==> src/cdcq_pkg.sv <==
package cdcq_pkg;

   localparam int DEFAULT_QUEUE_DEPTH = 64;

   // Request kinds
   localparam logic KIND_POST = 1'b0;
   localparam logic KIND_TAKE = 1'b1;

   // Result status codes
   localparam logic [2:0] STATUS_QUEUED    = 3'd0;
   localparam logic [2:0] STATUS_MERGED    = 3'd1;
   localparam logic [2:0] STATUS_FULL      = 3'd2;
   localparam logic [2:0] STATUS_DELIVERED = 3'd3;
   localparam logic [2:0] STATUS_EMPTY     = 3'd4;

   typedef struct packed {
      logic        kind;
      logic [31:0] handler;
      logic [31:0] argument;
      logic        needs_lock;
   } req_type;

   typedef struct packed {
      logic [2:0]  status;
      logic        raise_soft_interrupt;
      logic [31:0] out_handler;
      logic [31:0] out_argument;
      logic        out_needs_lock;
   } rsp_type;

   // One queue slot
   typedef struct packed {
      logic        needs_lock;
      logic [31:0] argument;
      logic [31:0] handler;
   } entry_type;

   typedef enum logic [1:0] {
      ST_IDLE,
      ST_SCAN,
      ST_TAKE,
      ST_FINISH
   } state_type;

   // Controller to datapath
   typedef struct packed {
      logic accept;
      logic scan;
      logic take_rd;
      logic finish;
   } cmd_type;

   // Datapath to controller
   typedef struct packed {
      logic scan_done;
      logic out_free;
   } sts_type;

endpackage

==> src/cdcq_ctrl.sv <==
module cdcq_ctrl
   import cdcq_pkg::*;
(
   input  logic    clock,
   input  logic    reset,
   input  logic    req_valid,
   input  logic    req_kind,
   output logic    req_stall,
   input  sts_type sts,
   output cmd_type cmd
);

   state_type state_ff;
   state_type state_in;

   // Hold state
   always_ff @(posedge clock) begin
      if (reset) begin
         state_ff <= ST_IDLE;
      end else begin
         state_ff <= state_in;
      end
   end

   // Next state
   always_comb begin
      state_in = state_ff;
      unique case (state_ff)
         ST_IDLE: begin
            if (req_valid) begin
               state_in = (req_kind == KIND_TAKE) ? ST_TAKE : ST_SCAN;
            end
         end
         ST_SCAN: begin
            if (sts.scan_done) begin
               state_in = ST_FINISH;
            end
         end
         ST_TAKE: begin
            state_in = ST_FINISH;
         end
         ST_FINISH: begin
            if (sts.out_free) begin
               state_in = ST_IDLE;
            end
         end
         default: begin
            state_in = ST_IDLE;
         end
      endcase
   end

   // Commands
   always_comb begin
      cmd       = '0;
      req_stall = 1'b1;
      unique case (state_ff)
         ST_IDLE: begin
            req_stall  = 1'b0;
            cmd.accept = req_valid;
         end
         ST_SCAN: begin
            cmd.scan = 1'b1;
         end
         ST_TAKE: begin
            cmd.take_rd = 1'b1;
         end
         ST_FINISH: begin
            cmd.finish = sts.out_free;
         end
         default: begin
            cmd = '0;
         end
      endcase
   end

endmodule

==> config.mk <==
export PLATFORM = sky130hd
export DESIGN_NAME = cdcq_ctrl
export DESIGN_NICKNAME = d
export VERILOG_FILES = /design/src/cdcq_pkg.sv /design/src/cdcq_ctrl.sv
export SDC_FILE = /design/constraint.sdc
export NUM_CORES = 1
export LEC_CHECK = 0
export ABC_CLOCK_PERIOD_IN_PS = 2050
export BUFFER_PORTS_ARGS = -buffer_cell sky130_fd_sc_hd__buf_2
export CORE_AREA = 2 2 39 41
export DETAILED_ROUTE_END_ITERATION = 8
export DIE_AREA = 0 0 41 43
export HOLD_SLACK_MARGIN = 0.05
export PLACE_DENSITY = 0.37
export SYNTH_ARGS = -nofsm -noshare
export SYNTH_HDL_FRONTEND = slang
export SYNTH_SLANG_ARGS = --single-unit
==> constraint.sdc <==
create_clock -name clock -period 2.05 [get_ports clock]
set_input_delay 0.1025 -clock clock [delete_from_list [all_inputs] [get_ports clock]]
set_output_delay 0.1025 -clock clock [all_outputs]
set_load 0.01 [all_outputs]
## Yosys cells after proc, flatten, opt, wreduce, memory -nomap -nowiden

Cells that the tools add are included.
Widths: inputs -> output; s select.

| word-level totals | value |
|---|---|
| memories | 0 |
| bits in latches | 0 |
| ROM bits | 0 |
| flip-flop bits (word level) | 2 |
| RAM bits | 0 |
| logic and storage cells | 19 |
| output and inout port bits | 5 |

| operators by class | value |
|---|---|
| shift-type cells | 0 |
| $mul | 0 |
| order comparisons | 0 |
| add/subtract/negate cells | 0 |
| multiplexer cells | 10 |
| bitwise gates (word level) | 0 |
| reduce and logical (&&, ||, !) cells | 2 |
| eq/ne operators | 6 |
| divide/modulo/power cells | 0 |

Operators by type and width:

| cell | number |
|---|---|
| $mux 2 | 4 |
| $pmux 2 s4 | 1 |
| $ne 2x2->1 const B | 3 |
| $mux 1 | 5 |
| $eq 2x2->1 const B | 2 |
| $reduce_and 3->1 | 1 |
| $eq 2x1->1 const B | 1 |
| $logic_not 2->1 | 1 |

## Depth between registers and ports, before layout

| depth | value |
|---|---|
| depth in word-level cells | 3 |
| mapped depth | 5 |
| depth with buffers taken out | 5 |

## Least setup slack after synthesis

No wires, ideal clock.

| timing path | value |
|---|---|
| path kind | register -> register |
| from | register state_ff[1] |
| to | register state_ff[1] |
| arrival time | 1451 ps |
| data required time | 1929 ps |
| slack | 479 ps |
| stages on the path, launching flop included | 5 |
| path buffers | 0 |
| cells stage by stage | dfxtp_1 -> inv_1 -> ha_1 -> a222oi_1 -> mux2_2 |

| between the ends | value |
|---|---|
| longest elaborated chain between the ends | 3 |
| elaborated cells between the ends (all ways) | 9 |
| classes of those cells | 6 x eq/ne; 1 x mux; 2 x reduce/logical |

Ends and longest elaborated chain:

| what | RTL line | source |
|---|---|---|
| from (decl) | cdcq_ctrl.sv:13 | `state_type state_ff;` |
| from (signal assigned) | cdcq_ctrl.sv:21 | `state_ff <= state_in;` |
| $eq 2x1->1, or another cell as far along | cdcq_ctrl.sv:28 | `unique case (state_ff)` |
| $ne 2x2->1 (no source line) | -- |  |
| $reduce_and 3->1 (no source line) | -- |  |

Parallel ways exist; a longest one is shown, timed or not.
A chain may end at the register's enable or synchronous reset.

## Worst setup path after layout

Same ends and word-level chain as after synthesis.

==> impl_results.md <==
* Share of the synthesized area in compound gates (AO/OA/AOI/OAI) at 0.09202
* Antenna violations before repair at 0
* Total Routing Usage GR at 0.05606
* Leading cell type in the layout, fill and taps excluded: sky130_fd_sc_hd__buf_2
* Fraction of final layout cells sized beyond drive strength 1 at 0.4054
* Fmax achieved at 616.0 MHz
* Min cycle time layout at 1.623 ns
* Post-synthesis sequential area ratio at 0.1963
* Final #Nets at 50
* Largest net degree at the start of global routing at 5
* Cell-by-cell trace of the critical path: inv_1, ha_1, a222oi_1, mux2_2
* CTS Root Cell: sky130_fd_sc_hd__clkbuf_4
* Arrival time reported for the critical path endpoint at around 1.7 ns
* Synth Area in Simple Gates at 0.1411
* Hold Fails Final Rpt at 0
* I/O pin total at 11
* Slew of the pin with the lowest slew margin at roughly 0.47 ns
* Starting DRT DRC Count at 1
* Fin crit share at 0.7919
* Ant diodes at 0
* DRC violations left at 0
* Post-CTS Hold Buffers at 0
* Routed via count at between 200 and 250
* Avg Synthesized Cell Area at 8.498 µm²
* Critical path type: register to register
* Startpoint of the most critical hold path: req_kind
* Startpoint class of the critical path: register
* Max Slew Vio Count at 0
* Final setup violation count at 0
* Buffers on Ports at 10
* Worst reg2reg startpoint: state_ff[1]
* Signed area change from the synthesized netlist to the final layout at 45.40%
* Max-cap violation count at 0
* Number of iterations in the first detailed-routing pass at 4
* Slack of the worst reg-to-reg path at roughly 0.43 ns
* Largest register FFs at 2
* Total grt overflow at 0
* Largest delay share family, worst path: compound AO/OA/AOI/OAI gates
* Maximum level of the CTS H-tree at 1
* Skew-Pair Late Insertion Delay at about 0.22 ns
* Dominant combinational cell family by area after synthesis: adder cells
* Core footprint at 1384 µm²
* Sum of routed wire length over all layers at 418 µm
* Post-DRT Antenna Nets at 0
* Buffers from clock root to sink, at most at 2
* Number of buffers added by the clock tree synthesis step at 3
* Post-cts resize count at 0
* Count of yosys warnings during synthesis at 0
* Run status: complete, no violations
* Leak at around 0.00018 µW
* Clk slew on worst S/H paths at 0.03 ns
* End of the worst hold path: state_ff[0]
* Wire length of the first global-routing pass at about 610 µm
* Area of the mapped netlist at around 200 µm²
* Top library cells by usage in the layout, fill and taps aside: 10 x sky130_fd_sc_hd__buf_2, 6 x sky130_fd_sc_hd__inv_1, 5 x sky130_fd_sc_hd__ha_1
* Kind of end point of the critical path: register
* Initial cell density of the core at 0.1474
* Arithmetic-cell share of the synthesized area counting full adders, half adders and majority gates at 0.3067
* Synthesized netlist cell count at 24
* Setup Total Neg Slack at 0 ns
* Count of buffers added by post-CTS timing repair for setup at 0
* Std-Cell Rows at 14
* Synth Register Bits at 2
* Crit path largest cell delay at just under 0.5 ns
* Number of clock sinks seen by CTS at 2
* Via count of the first global-routing pass at between 150 and 200
* Critical R2R Capture: state_ff[1]
* Number of fill cells in the layout at roughly 170
* Register with the most flip-flops: state_ff
* Count of unique library cells instantiated by Yosys at 10
* Die area at between 1500 and 2000 µm²
* Peak supply drop at roughly 350 µV
* Required time of the critical path at 2.16 ns
* Unrepaired setup endpoints after global routing: false
* CTS tree: done
* Die width at a little over 40 µm
* Fin Clk Skew at roughly 0.00096 ns
* Post-DR vias/cell at ~3.8
* Final core area utilization at 0.2143
* Registers with the most flip-flops: state_ff: 2 flops
* PD cells at 1219 nW/µm²
* Average routed wire per standard cell at just under 8 µm
* Worst hold-check path type: input port to register
* Share of synthesized area spent on multiplexers at 0.1534
* Hold Path Stages at 3
* Number of cells traversed by the worst register-to-register path at 4
* Top fanout value on the critical path at 4
* Relative slew slack at 0.6840
* Xor/xnor share of the synthesized area at 0
* Global placement routability congestion at between 0.5 and 0.6
* Buffer and inverter count on the worst path at 1
* Slowest library cell on the worst path: sky130_fd_sc_hd__a222oi_1
* Syn Nets at 35
* Die Y-Extent at about 43 µm
* Hold WS at between 0.15 and 0.2 ns
[power by group]
| group | leakage, µW | internal (µW) | switching (µW) | total [µW] |
|---|---|---|---|---|
| clock network | 0.0000138 | 64.6 | 22.8 | 87.4 |
| registers | 0.0000165 | 55.3 | 13.9 | 69.2 |
| logic | 0.000150 | 97.1 | 108 | 205 |
[Yosys cell counts]
cell / number / area [µm²]
sky130_fd_sc_hd__ha_1: 5 / 62.56
sky130_fd_sc_hd__inv_1: 6 / 22.52
sky130_fd_sc_hd__a222oi_1: 1 / 10.01
sky130_fd_sc_hd__a211o_1: 1 / 8.760
sky130_fd_sc_hd__nand2b_1: 1 / 6.260
sky130_fd_sc_hd__nor2_1: 4 / 15.01
sky130_fd_sc_hd__and2_2: 1 / 7.510
sky130_fd_sc_hd__dfxtp_1: 2 / 40.04
sky130_fd_sc_hd__mux2_2: 1 / 11.26
sky130_fd_sc_hd__mux2i_1: 2 / 20.02
[metal layers]
layer	routed length, µm	global-route usage
met4	0	0.02000
met2	159	0.06563
met1	208	0.06369
met5	0	0
met3	49	0.06283
[area by class of cell]
cell class | count | area [µm²] | area share
multi-input combinational | 16 | 141.4 | 0.4768
timing repair buffer | 10 | 50.05 | 0.1688
sequential | 2 | 40.04 | 0.1350
clock buffer | 3 | 22.52 | 0.07595
inverter | 6 | 22.52 | 0.07595
tap | 16 | 20.02 | 0.06751
[worst max path at each step]
stage / cells past startpoint / endpoint / start / slack, ns
2_1_floorplan: 4 / state_ff[1] / state_ff[1] / 0.48
3_3_place_gp: 4 / state_ff[1] / state_ff[0] / 0.42
3_5_place_dp: 4 / state_ff[1] / state_ff[1] / 0.41
4_1_cts: 4 / state_ff[1] / state_ff[1] / 0.40
5_1_grt: 4 / state_ff[1] / state_ff[1] / 0.33
6_report: 4 / state_ff[1] / state_ff[1] / 0.43
[through the flow]
stage | cells | worst slack (ns) | total power (µW) | area (µm²)
floorplan | 24 | 0.4786 | 219.3 | 203.9
detailed placement | 50 | 0.4063 | 280.9 | 274.0
finish | 53 | 0.4266 | 361.5 | 296.5
global route | 53 | 0.3284 | 411.2 | 296.5
global placement | 50 | 0.4249 | 280.1 | 274.0
CTS | 53 | 0.4016 | 374.2 | 296.5
[cell families (layout without fill, tap and decap cells)]
logic type | after synthesis | count (layout)
adders and majority gates | 5 | 5
buffers and inverters | 6 | 19
and+or+nand+nor | 6 | 6
AOI/OAI and AO/OA | 2 | 2
DFF | 2 | 2
muxes | 3 | 3
[worst min-delay path, stage by stage]
cell and delay, ns:
sky130_fd_sc_hd__buf_2 0.09, sky130_fd_sc_hd__a211o_1 0.11, sky130_fd_sc_hd__mux2i_1 0.06
(Power assumes the default switching activity.)
